$ cat src/sv/assert_macros.svh
// assertion macros for the packer rtl, included by the top level file
`ifndef ASSERT_MACROS_SVH
`define ASSERT_MACROS_SVH

// property checked at every clock edge outside reset
`define BCP_ASSERT(lbl, clk, rst_n, prop, msg) \
  lbl: assert property (@(posedge clk) disable iff (!rst_n) (prop)) else $error(msg);

// implication with the consequent checked in the next cycle
`define BCP_ASSERT_NEXT(lbl, clk, rst_n, ante, cons, msg) \
  lbl: assert property (@(posedge clk) disable iff (!rst_n) (ante) |=> (cons)) else $error(msg);

`endif

$ cat src/sv/bcp_pkg.sv
// types, constants and helpers of the byte to coefficient packer
`timescale 1ns / 1ps
`default_nettype none

package bcp_pkg;

  localparam int unsigned COEFF_W = 64;
  localparam int unsigned CFG_W   = 7;
  localparam int unsigned REM_W   = 4;

  localparam logic [REM_W-1:0] BYTE_BITS   = 4'd8;
  localparam logic [CFG_W-1:0] WIDTH_MIN   = 7'd1;
  localparam logic [CFG_W-1:0] WIDTH_MAX   = 7'd64;
  localparam logic [CFG_W-1:0] WIDTH_RESET = 7'd16;

  typedef struct packed {
    logic [7:0] data_byte;
    logic       last_byte;
  } in_item_t;

  typedef struct packed {
    logic [COEFF_W-1:0] coefficient;
    logic               last_coeff;
  } out_item_t;

  typedef struct packed {
    logic [7:0]       byte_bits;
    logic [REM_W-1:0] rem;
    logic             last;
  } hold_t;

  typedef struct packed {
    logic               emit;
    logic               done;
    out_item_t          item;
    logic [COEFF_W-1:0] partial_n;
    logic [CFG_W-1:0]   filled_n;
    logic [7:0]         byte_n;
    logic [REM_W-1:0]   rem_n;
  } step_res_t;

  function automatic logic [CFG_W-1:0] eff_width(input logic [CFG_W-1:0] raw);
    logic [CFG_W-1:0] w;
    w = raw;
    if (raw == '0) begin
      w = WIDTH_MIN;
    end else if (raw > WIDTH_MAX) begin
      w = WIDTH_MAX;
    end
    return w;
  endfunction

endpackage

`default_nettype wire

$ cat src/sv/bcp_step.sv
// one packing step: consumes bits of the held byte, produces at most one coefficient
`timescale 1ns / 1ps
`default_nettype none

module bcp_step (
  input  var bcp_pkg::hold_t                      hold_i,
  input  var logic [bcp_pkg::COEFF_W-1:0]         partial_i,
  input  var logic [bcp_pkg::CFG_W-1:0]           filled_i,
  input  var logic [bcp_pkg::CFG_W-1:0]           width_i,
  output bcp_pkg::step_res_t                      res_o
);

  logic [bcp_pkg::CFG_W-1:0]   gap;
  logic [bcp_pkg::REM_W-1:0]   k1;
  logic [bcp_pkg::REM_W-1:0]   r2;
  logic                        full;
  logic [bcp_pkg::COEFF_W-1:0] chunk;
  logic [bcp_pkg::COEFF_W-1:0] partial_a;
  logic [bcp_pkg::COEFF_W-1:0] mask;
  logic [bcp_pkg::CFG_W-1:0]   filled_a;
  logic [bcp_pkg::CFG_W-1:0]   pad;
  logic [7:0]                  shifted;
  logic [7:0]                  rest;

  always_comb begin
    gap  = width_i - filled_i;
    k1   = hold_i.rem;
    full = 1'b0;
    if (filled_i >= width_i) begin
      k1   = 4'd1;
      full = 1'b1;
    end else if (gap <= {3'b000, hold_i.rem}) begin
      k1   = gap[bcp_pkg::REM_W-1:0];
      full = 1'b1;
    end
    r2        = hold_i.rem - k1;
    chunk     = {56'd0, hold_i.byte_bits} >> (bcp_pkg::BYTE_BITS - k1);
    partial_a = (partial_i << k1) | chunk;
    mask      = {bcp_pkg::COEFF_W{1'b1}} >> (bcp_pkg::WIDTH_MAX - width_i);
    filled_a  = filled_i + {3'b000, hold_i.rem};
    pad       = width_i - filled_a;
    shifted   = hold_i.byte_bits << k1;
    rest      = shifted >> (bcp_pkg::BYTE_BITS - r2);

    res_o = '0;
    if (full) begin
      res_o.emit             = 1'b1;
      res_o.item.coefficient = partial_a & mask;
      res_o.item.last_coeff  = hold_i.last && (r2 == '0);
      if ({3'b000, r2} < width_i) begin
        // leftover bits of this byte start the next coefficient
        res_o.partial_n = {56'd0, rest};
        res_o.filled_n  = {3'b000, r2};
        res_o.rem_n     = '0;
      end else begin
        res_o.partial_n = '0;
        res_o.filled_n  = '0;
        res_o.rem_n     = r2;
        res_o.byte_n    = shifted;
      end
      res_o.done = (res_o.rem_n == '0) && !(hold_i.last && (res_o.filled_n != '0));
    end else begin
      res_o.done = 1'b1;
      if (hold_i.last && (filled_a != '0)) begin
        // flush: partial left aligned, low bits zero
        res_o.emit             = 1'b1;
        res_o.item.coefficient = (partial_a << pad[5:0]) & mask;
        res_o.item.last_coeff  = 1'b1;
        res_o.partial_n        = '0;
        res_o.filled_n         = '0;
      end else begin
        res_o.partial_n = partial_a;
        res_o.filled_n  = filled_a;
      end
    end
  end

endmodule

`default_nettype wire

$ cat src/sv/bcp_out_reg.sv
// result register with valid and ready toward the consumer
`timescale 1ns / 1ps
`default_nettype none

module bcp_out_reg (
  input  var logic                  clk_i,
  input  var logic                  rst_ni,
  input  var logic                  load_i,
  input  var bcp_pkg::out_item_t    item_i,
  output logic                      space_o,
  output logic                      out_valid_o,
  input  var logic                  out_ready_i,
  output bcp_pkg::out_item_t        out_data_o
);

  logic               valid_q;
  bcp_pkg::out_item_t item_q;

  assign space_o     = !valid_q || out_ready_i;
  assign out_valid_o = valid_q;
  assign out_data_o  = item_q;

  always_ff @(posedge clk_i or negedge rst_ni) begin
    if (!rst_ni) begin
      valid_q <= 1'b0;
    end else if (space_o) begin
      valid_q <= load_i;
    end
  end

  always_ff @(posedge clk_i) begin
    if (load_i && space_o) begin
      item_q <= item_i;
    end
  end

endmodule

`default_nettype wire

$ cat src/sv/byte_to_coefficient_packer.sv
// top level of the byte to coefficient packer
//
//  port group   dir  handshake                  payload
//  in_*         in   in_valid_i / in_ready_o     bcp_pkg::in_item_t
//  out_*        out  out_valid_o / out_ready_i   bcp_pkg::out_item_t
//  cfg_*        in   cfg_valid_i / cfg_ready_o   coeff_bits, 7 bits
//
//  a byte sits in one holding register; each cycle one step consumes its bits and
//  loads at most one coefficient into the result register, unless the step stalls
//  width 8 or more: one byte per cycle while the step does not stall; a final byte
//  that both completes a coefficient and leaves a partial one is held to flush it
//  width below 8: a byte may yield more than one coefficient, at most one per step,
//  bounded by the single result register; reset clears all control state and sets
//  the width to 16; a stalled consumer holds only a step that produces a coefficient
`timescale 1ns / 1ps
`default_nettype none
`include "assert_macros.svh"

module byte_to_coefficient_packer (
  input  var logic                        clk_i,
  input  var logic                        rst_ni,
  input  var logic                        in_valid_i,
  output logic                            in_ready_o,
  input  var bcp_pkg::in_item_t           in_data_i,
  output logic                            out_valid_o,
  input  var logic                        out_ready_i,
  output bcp_pkg::out_item_t              out_data_o,
  input  var logic                        cfg_valid_i,
  output logic                            cfg_ready_o,
  input  var logic [bcp_pkg::CFG_W-1:0]   cfg_data_i
);

  logic                        hold_valid_q;
  bcp_pkg::hold_t              hold_q;
  logic [bcp_pkg::COEFF_W-1:0] partial_q;
  logic [bcp_pkg::CFG_W-1:0]   filled_q;
  logic [bcp_pkg::CFG_W-1:0]   width_q;
  bcp_pkg::step_res_t          res;
  logic                        out_space;
  logic                        step_fire;

  assign cfg_ready_o = 1'b1;
  assign step_fire   = hold_valid_q && (!res.emit || out_space);
  assign in_ready_o  = !hold_valid_q || (step_fire && res.done);

  bcp_step u_step (
    .hold_i    (hold_q),
    .partial_i (partial_q),
    .filled_i  (filled_q),
    .width_i   (width_q),
    .res_o     (res)
  );

  bcp_out_reg u_out_reg (
    .clk_i       (clk_i),
    .rst_ni      (rst_ni),
    .load_i      (step_fire && res.emit),
    .item_i      (res.item),
    .space_o     (out_space),
    .out_valid_o (out_valid_o),
    .out_ready_i (out_ready_i),
    .out_data_o  (out_data_o)
  );

  always_ff @(posedge clk_i or negedge rst_ni) begin
    if (!rst_ni) begin
      hold_valid_q <= 1'b0;
      partial_q    <= '0;
      filled_q     <= '0;
      width_q      <= bcp_pkg::WIDTH_RESET;
    end else begin
      if (cfg_valid_i && cfg_ready_o) begin
        width_q <= bcp_pkg::eff_width(cfg_data_i);
      end
      if (step_fire) begin
        partial_q <= res.partial_n;
        filled_q  <= res.filled_n;
      end
      if (in_valid_i && in_ready_o) begin
        hold_valid_q <= 1'b1;
      end else if (step_fire && res.done) begin
        hold_valid_q <= 1'b0;
      end
    end
  end

  always_ff @(posedge clk_i) begin
    if (in_valid_i && in_ready_o) begin
      hold_q.byte_bits <= in_data_i.data_byte;
      hold_q.rem       <= bcp_pkg::BYTE_BITS;
      hold_q.last      <= in_data_i.last_byte;
    end else if (step_fire) begin
      hold_q.byte_bits <= res.byte_n;
      hold_q.rem       <= res.rem_n;
    end
  end

  // a drained byte is only held to flush the partial coefficient
  `BCP_ASSERT(a_flush_pending, clk_i, rst_ni,
    !(hold_valid_q && hold_q.rem == '0) || (hold_q.last && filled_q != '0),
    "held byte with no bits left but nothing to flush")
  `BCP_ASSERT(a_rem_range, clk_i, rst_ni,
    !hold_valid_q || hold_q.rem <= bcp_pkg::BYTE_BITS,
    "held bit count above byte size")
  `BCP_ASSERT(a_width_range, clk_i, rst_ni,
    width_q >= bcp_pkg::WIDTH_MIN && width_q <= bcp_pkg::WIDTH_MAX,
    "effective width out of range")
  `BCP_ASSERT(a_filled_range, clk_i, rst_ni,
    filled_q < bcp_pkg::WIDTH_MAX,
    "partial coefficient holds a full word")
  `BCP_ASSERT_NEXT(a_emit_lands, clk_i, rst_ni,
    step_fire && res.emit, out_valid_o,
    "produced coefficient missing from result register")

endmodule

`default_nettype wire
$ cat config.mk
export PLATFORM = sky130hd
export DESIGN_NAME = byte_to_coefficient_packer
export DESIGN_NICKNAME = d
export VERILOG_FILES = /design/src/sv/bcp_pkg.sv /design/src/sv/bcp_step.sv /design/src/sv/bcp_out_reg.sv /design/src/sv/byte_to_coefficient_packer.sv
export VERILOG_INCLUDE_DIRS = /design/src /design/src/sv
export SDC_FILE = /design/constraint.sdc
export NUM_CORES = 1
export LEC_CHECK = 0
export ABC_CLOCK_PERIOD_IN_PS = 8600
export BUFFER_PORTS_ARGS = -buffer_cell sky130_fd_sc_hd__buf_2
export CAP_MARGIN = 20
export CELL_PAD_IN_SITES_DETAIL_PLACEMENT = 1
export CELL_PAD_IN_SITES_GLOBAL_PLACEMENT = 1
export CORE_AREA = 2 2 307 218
export CTS_CLUSTER_SIZE = 8
export DETAILED_ROUTE_END_ITERATION = 8
export DIE_AREA = 0 0 309 220
export PLACE_DENSITY_LB_ADDON = 0.2
export SETUP_SLACK_MARGIN = 0.05
export SLEW_MARGIN = 40
export SYNTH_ARGS = -nofsm -noshare
export SYNTH_HDL_FRONTEND = slang
export SYNTH_HIERARCHICAL = 1
export SYNTH_SLANG_ARGS = --single-unit
$ cat constraint.sdc
create_clock -name clk_i -period 8.6 [get_ports clk_i]
set_input_delay 1.29 -clock clk_i [delete_from_list [all_inputs] [get_ports clk_i]]
set_output_delay 1.29 -clock clk_i [all_outputs]
set_load 0.05 [all_outputs]
==> results.cfg, run 1 <==
[synthesis]
synthSimpleGateAreaFrac = 0.212
synth_top_family_by_area = compound AO/OA/AOI/OAI gates
synthAdderAreaFrac = 0.0248
synth_compound_area_frac = 0.332
yosysTopAreaCellShare = 0.115
synth_warnings = 6
yosys.area_share.xor_xnor = 0.0131
async_flop_share = 0.506
synthFlopType = dfrtp_1
synthMuxAreaShare = 0.136
yosysSeqAreaShare = 0.222
synthDistinctLibCells = 114
yosysTopAreaCell = edfxtp_1
syn_inst = 2445
synth.avg_cell_area_um2 = 7.93
netlist_area_mm2 = 0.0194
ys_top_cells_by_area = edfxtp_1 (11%), dfrtp_1 (10%), mux2_2 (6.7%)
synth-seq-cells = 158
syn_nets = 2502
synth_edf_count = 74

[place]
hpwlAfterDp_mm = 92.4
gp_congestion = 1.02
placedCellCount = 3359
portBuffers = 87

[sta]
timing.fmax_mhz = 124
slew_violations = 0
setup_viol = 0
grt_setup_unrepaired = false
hold_viol_final = 0
final.min_clock_period_ns = 8.05
worst_pin_slew_ns = 0.955
worst_clock_skew_ns = 0.0199
fin_tns_setup_ns = 0
fin_crit_sh = 0.936
fin_hold_ws_ns = 0.515
slew_headroom = 0.359

[final_layout]
area_growth_pct = 12.9
nNetsFinal = 2545
stdcell_count = 3393
drive_gt1_frac = 0.190
multiInputGateArea_mm2 = 0.0141
layout.area.seq_mm2 = 0.00431
num-fill-cells = 7924

[global_route]
grt_max_degree = 75
grt_pass1_wl_mm = 169
first_global_vias = 22700
gr-usage-all-layers = 0.345
grt_remaining_overflow = 0
antenna_found_initial = 3

[min_path]
hold_depth = 1
hp-class = reg2reg

[detailed_routing]
ant_nets = 0
drt-initial-drc-count = 3123
drt-pass1-iter-count = 6
wl_mm = 118
drc = 0
vias = 23100
vias_per_cell = 6.80
wire_per_inst_um = 34.9

[run]
maxCapViolations = 0

[clock_tree]
path_clk_slew_ns = 0.07
clock_tree.root_cell = clkbuf_16
tritoncts = done
clockBufferDepth = 2
htreeDepth = 4
clock_latency_ns = 0.54
numCtsBuffers = 17
cts_sinks = 158
ctsHoldBuffers = 0

[critical_path]
cp_num_buf_inv = 5
cp_common_cell = ha_1
cp_max_fo = 34
cp-start-kind = register
crit_path_end_kind = primary output
cp_top_family = compound AO/OA/AOI/OAI gates
cp.depth = 24
criticalPathCategory = reg2out
worst_path_largest_cell_delay_ns = 0.57
reg2reg_depth = 24
crit_required_ns = 7.31
critPathSlowestCell = dfrtp_1
cp_cell_sequence = ha_1 > nand2b_1 > o2bb2ai_1 > xor2_2 > inv_1 > ha_1 > a211oi_1 > o21ai_0 > a31oi_1 > buf_4 > nand4_1 > a21oi_4 > buf_6 > fa_1 > inv_1 > ha_1 > a21boi_0 > o21ai_0 > nand2b_1 > a21oi_1 > nor4_2 > o211ai_1 > a21o_1 > buf_2
arrival_ns = 6.76

[die]
core-area_mm2 = 0.0654
die_width_um = 309
ios = 89
rows = 79
initial_core_util = 0.296
dieHeight_um = 220
die-area_mm2 = 0.0680

[status]
status = complete, no violations
-- layout make-up --
type / instances / area share
Clock inverter: 14 / 0.00829
Antenna cell: 1 / 0.000114
Multi-Input combinational cell: 2028 / 0.647
Inverter: 70 / 0.0120
Sequential cell: 158 / 0.197
Clock buffer: 18 / 0.0196
Tap cell: 891 / 0.0510
Timing Repair Buffer: 213 / 0.0653
-- cells in the mapped netlist (15+ instances only) --
cell      instances
mux2i_1          80
nand4_1          36
or3_1            16
a22oi_1          51
a21oi_1         101
a32oi_1          15
a221oi_1         26
o211a_1          28
buf_4            22
a21o_1           24
o21ai_0         113
o211ai_1         72
a211oi_1         52
nor4_1           21
buf_1            16
buf_2            28
xnor2_1          17
and2_1           30
nor2_1          271
a31oi_1          30
inv_1            64
clkbuf_1        113
dfrtp_1          79
nand2_1         226
nand3_1         106
o221ai_1         25
nand2b_1         15
ha_1             32
a22o_1           19
o31ai_1          18
nor3_1           79
edfxtp_1         74
o22ai_1         100
mux4_2           22
mux2_2          115
-- cell families after synthesis --
logic type,count (synthesis)
other cells,1
compound gates,871
flops,158
simple gates,872
buf+inv,259
mux,219
xor+xnor,29
fa+ha+maj,36
-- worst reg2reg max path, stage by stage (launching register included) --
cell and delay, ns:
dfrtp_1 0.57, ha_1 0.35, nand2b_1 0.21, o2bb2ai_1 0.19, xor2_2 0.39, inv_1 0.22, ha_1 0.36, a211oi_1 0.22
o21ai_0 0.17, a31oi_1 0.21, buf_4 0.23, a31oi_2 0.15, nor3_4 0.23, buf_4 0.54, nand2_1 0.62, o2bb2ai_1 0.39
o31ai_1 0.11, o21ai_1 0.21, buf_4 0.28, o21ai_1 0.20, a211oi_1 0.38, buf_4 0.23, o32ai_1 0.09, a311oi_1 0.81
a31oi_1 0.19
-- placed cells by master, fill, tap and decap left out, drive strengths merged, types with 38 or more instances in the layout --
cell type  count
a211oi        54
a21oi        104
a22oi         51
buf          213
dfrtp         79
edfxtp        74
inv           73
mux2         116
mux2i         81
nand2        227
nand3        107
nand4         38
nor2         272
nor3          81
o211ai        72
o21ai        122
o22ai        100
-- state kept, by name, indices dropped and copies added (netlist names) --
| signal | cells |
|---|---|
| u_out_reg/out_data_o | 65 |
| partial_q | 64 |
| hold_q | 13 |
| filled_q | 7 |
| width_q | 7 |
| hold_valid_q | 1 |
| u_out_reg/out_valid_o | 1 |
-- per-layer routing --
layer  wire [µm]  GRT usage  share of wire  vias up
li1            -          -              -     9665
met1       51300      0.482           0.43    11700
met2       49100      0.499           0.41     1437
met3       14000      0.107           0.12      227
met4        3860      0.118          0.033        0
met5           0          0              0        -
-- what timing repair did --
item                                   CTS  global route
endpoints found under the hold margin    0             0
gates resized for setup                  0             4
setup endpoints to repair                0             9
setup buffers                            0             0
-- stage by stage --
stage	setup WS, ns	cell area (µm²)	util
global placement	0.702	21100	0.323
detailed placement	0.719	21200	0.324
floorplan	1.08	19400	-
CTS	0.143	21800	0.333
finish	0.550	21900	0.334
global route	0.0681	21900	0.334
-- final timing paths --
| check | from | to | slack, ns |
|---|---|---|---|
| setup / recovery | width_q[1] | in_ready_o | 0.55 |
| hold / removal | partial_q[63] | partial_q[63] | 0.51 |
| setup reg to reg | width_q[1] | u_out_reg/out_data_o[64] | 0.74 |
| hold reg to reg | partial_q[63] | partial_q[63] | 0.51 |
| max in group asynchronous | rst_ni | width_q[5] | 7.00 |
| min in group asynchronous | rst_ni | partial_q[48] | 0.64 |
Power of run 1 is left out: the tool's default activity adds up to more than one toggle a clock period on the data nets, which glitch-free logic cannot reach.
==> run 2, diff against run 1 <==
- CORE_AREA: 2 2 307 218 -> 8 8 210 212
- DIE_AREA: 0 0 309 220 -> 0 0 218 220
==> run 2 against run 1 <==
Net effect: final cell count fell by 11%; setup slack lost 0.49 ns; first-iteration DRC count increased by 23%; wire length fell by 3.6%; register-to-register slack got worse by 0.68 ns; utilization grew 19 points; largest cell class unchanged; hold slack improved by 0.030 ns.
==> results.cfg, run 2 (synthesized netlist as in run 1, its figures left out) <==
[critical_path]
cp_num_buf_inv = 5
cp_cell_sequence = inv_1 > ha_1 > nand2b_1 > o2bb2ai_1 > xor2_2 > inv_1 > ha_1 > a211oi_1 > o21ai_0 > a31oi_1 > buf_4 > nand4_1 > a21oi_4 > buf_4 > nand2_1 > o221ai_1 > nor3_1 > buf_4 > a22oi_1 > o22ai_1 > a211oi_1 > mux2i_1 > a222oi_1 > a21oi_1
criticalPathCategory = reg2reg
cp-start-kind = register
worst_path_largest_cell_delay_ns = 0.73
critPathSlowestCell = buf_4
crit_required_ns = 8.84
arrival_ns = 8.78
cp_common_cell = buf_4
crit_path_end_kind = register
cp_top_family = compound AO/OA/AOI/OAI gates
cp_max_fo = 70

[die]
core-area_mm2 = 0.0406
die_width_um = 218
rows = 74
dieHeight_um = 220
initial_core_util = 0.478
die-area_mm2 = 0.0480
ios = 89

[place]
placement.cell_area_mm2 = 0.0205
portBuffers = 87
placedCellCount = 2973
hpwlAfterDp_mm = 83.9
gp_congestion = 1.04

[clock_tree]
path_clk_slew_ns = 0.08
tritoncts = done
clock_latency_ns = 0.51
cts_sinks = 158
numCtsBuffers = 17
ctsHoldBuffers = 0
clockBufferDepth = 2
htreeDepth = 4
clock_tree.root_cell = clkbuf_16

[final_layout]
final_cell_area_mm2 = 0.0212
final_common_cell = nor2_1
drive_gt1_frac = 0.181
largest_reg_flops = 65
num-fill-cells = 4940
stdcell_count = 3015
most-common-layout-cells = nor2_1 (268), nand2_1 (226), mux2_2 (115), o21ai_0 (110), nand3_1 (106)
area_growth_pct = 9.57
nNetsFinal = 2526

[status]
status = complete, no violations

[detailed_routing]
drt-initial-drc-count = 3827
vias_per_cell = 8.10
wl_mm = 114
ant_nets = 0
drc = 0
drt-pass1-iter-count = 6
vias = 24400
wire_per_inst_um = 37.8

[sta]
fin_crit_sh = 0.993
hold_viol_final = 0
worst_pin_slew_ns = 0.926
setup_viol = 0
timing.fmax_mhz = 117
worst_clock_skew_ns = 0.0149
slew_violations = 0
final.min_clock_period_ns = 8.54
slew_headroom = 0.365

[global_route]
grt_remaining_overflow = 0
first_global_vias = 24400
grt_max_degree = 71
grt_pass1_wl_mm = 166
gr-usage-all-layers = 0.463
antenna_found_initial = 5

[run]
maxCapViolations = 0

[min_path]
hp-class = reg2reg
-- run 2: final cells by class --
class	count	area, µm²	share of cell area
clock buffers	18	429	0.0202
repair buffers	194	1260	0.0596
clock inverters	14	148	0.00695
well taps	532	666	0.0313
inverters	70	263	0.0124
flip-flops and latches	158	4310	0.203
multi-input cells	2028	14200	0.667
diodes	1	2.50	0.000118
-- run 2: final timing paths --
path	from	to	slack [ns]	cells past startpoint
min in group asynchronous	rst_ni	partial_q[44]	0.69	1
worst min register to register	partial_q[63]	partial_q[63]	0.55	1
worst max-delay path	filled_q[1]	u_out_reg/out_data_o[45]	0.06	24
worst min-delay path	partial_q[63]	partial_q[63]	0.55	1
max in group asynchronous	rst_ni	filled_q[4]	6.98	2
worst max register to register	filled_q[1]	u_out_reg/out_data_o[45]	0.06	24
-- run 2: layer usage --
| layer | GRT usage | wire (µm) | vias to the layer above |
|---|---|---|---|
| met3 | 0.158 | 15800 | 658 |
| met2 | 0.694 | 48300 | 2255 |
| li1 | - | - | 9619 |
| met1 | 0.546 | 39800 | 11900 |
| met4 | 0.343 | 10100 | 8 |
| met5 | 0.00312 | 52 | - |
-- run 2: through the flow --
| step | util | setup WS (ns) | hold WS (ns) | setup TNS, ns |
|---|---|---|---|---|
| 3_5_place_dp | 0.505 | 0.305 | 0.524 | 0 |
| 4_1_cts | 0.521 | 0.132 | 0.542 | 0 |
| 5_1_grt | 0.524 | -0.0380 | 0.569 | -0.0380 |
| 2_1_floorplan | - | 1.08 | 0.477 | 0 |
| 6_report | 0.524 | 0.0632 | 0.545 | 0 |
| 3_3_place_gp | 0.504 | 0.415 | 0.503 | 0 |
-- run 2: timing repair --
item / in CTS / in global routing
pin swaps: 1 / 1
setup endpoints to repair: 1 / 2
gates resized for setup: 4 / 3
setup buffers: 1 / 5
Power of run 2 is left out for the same reason.
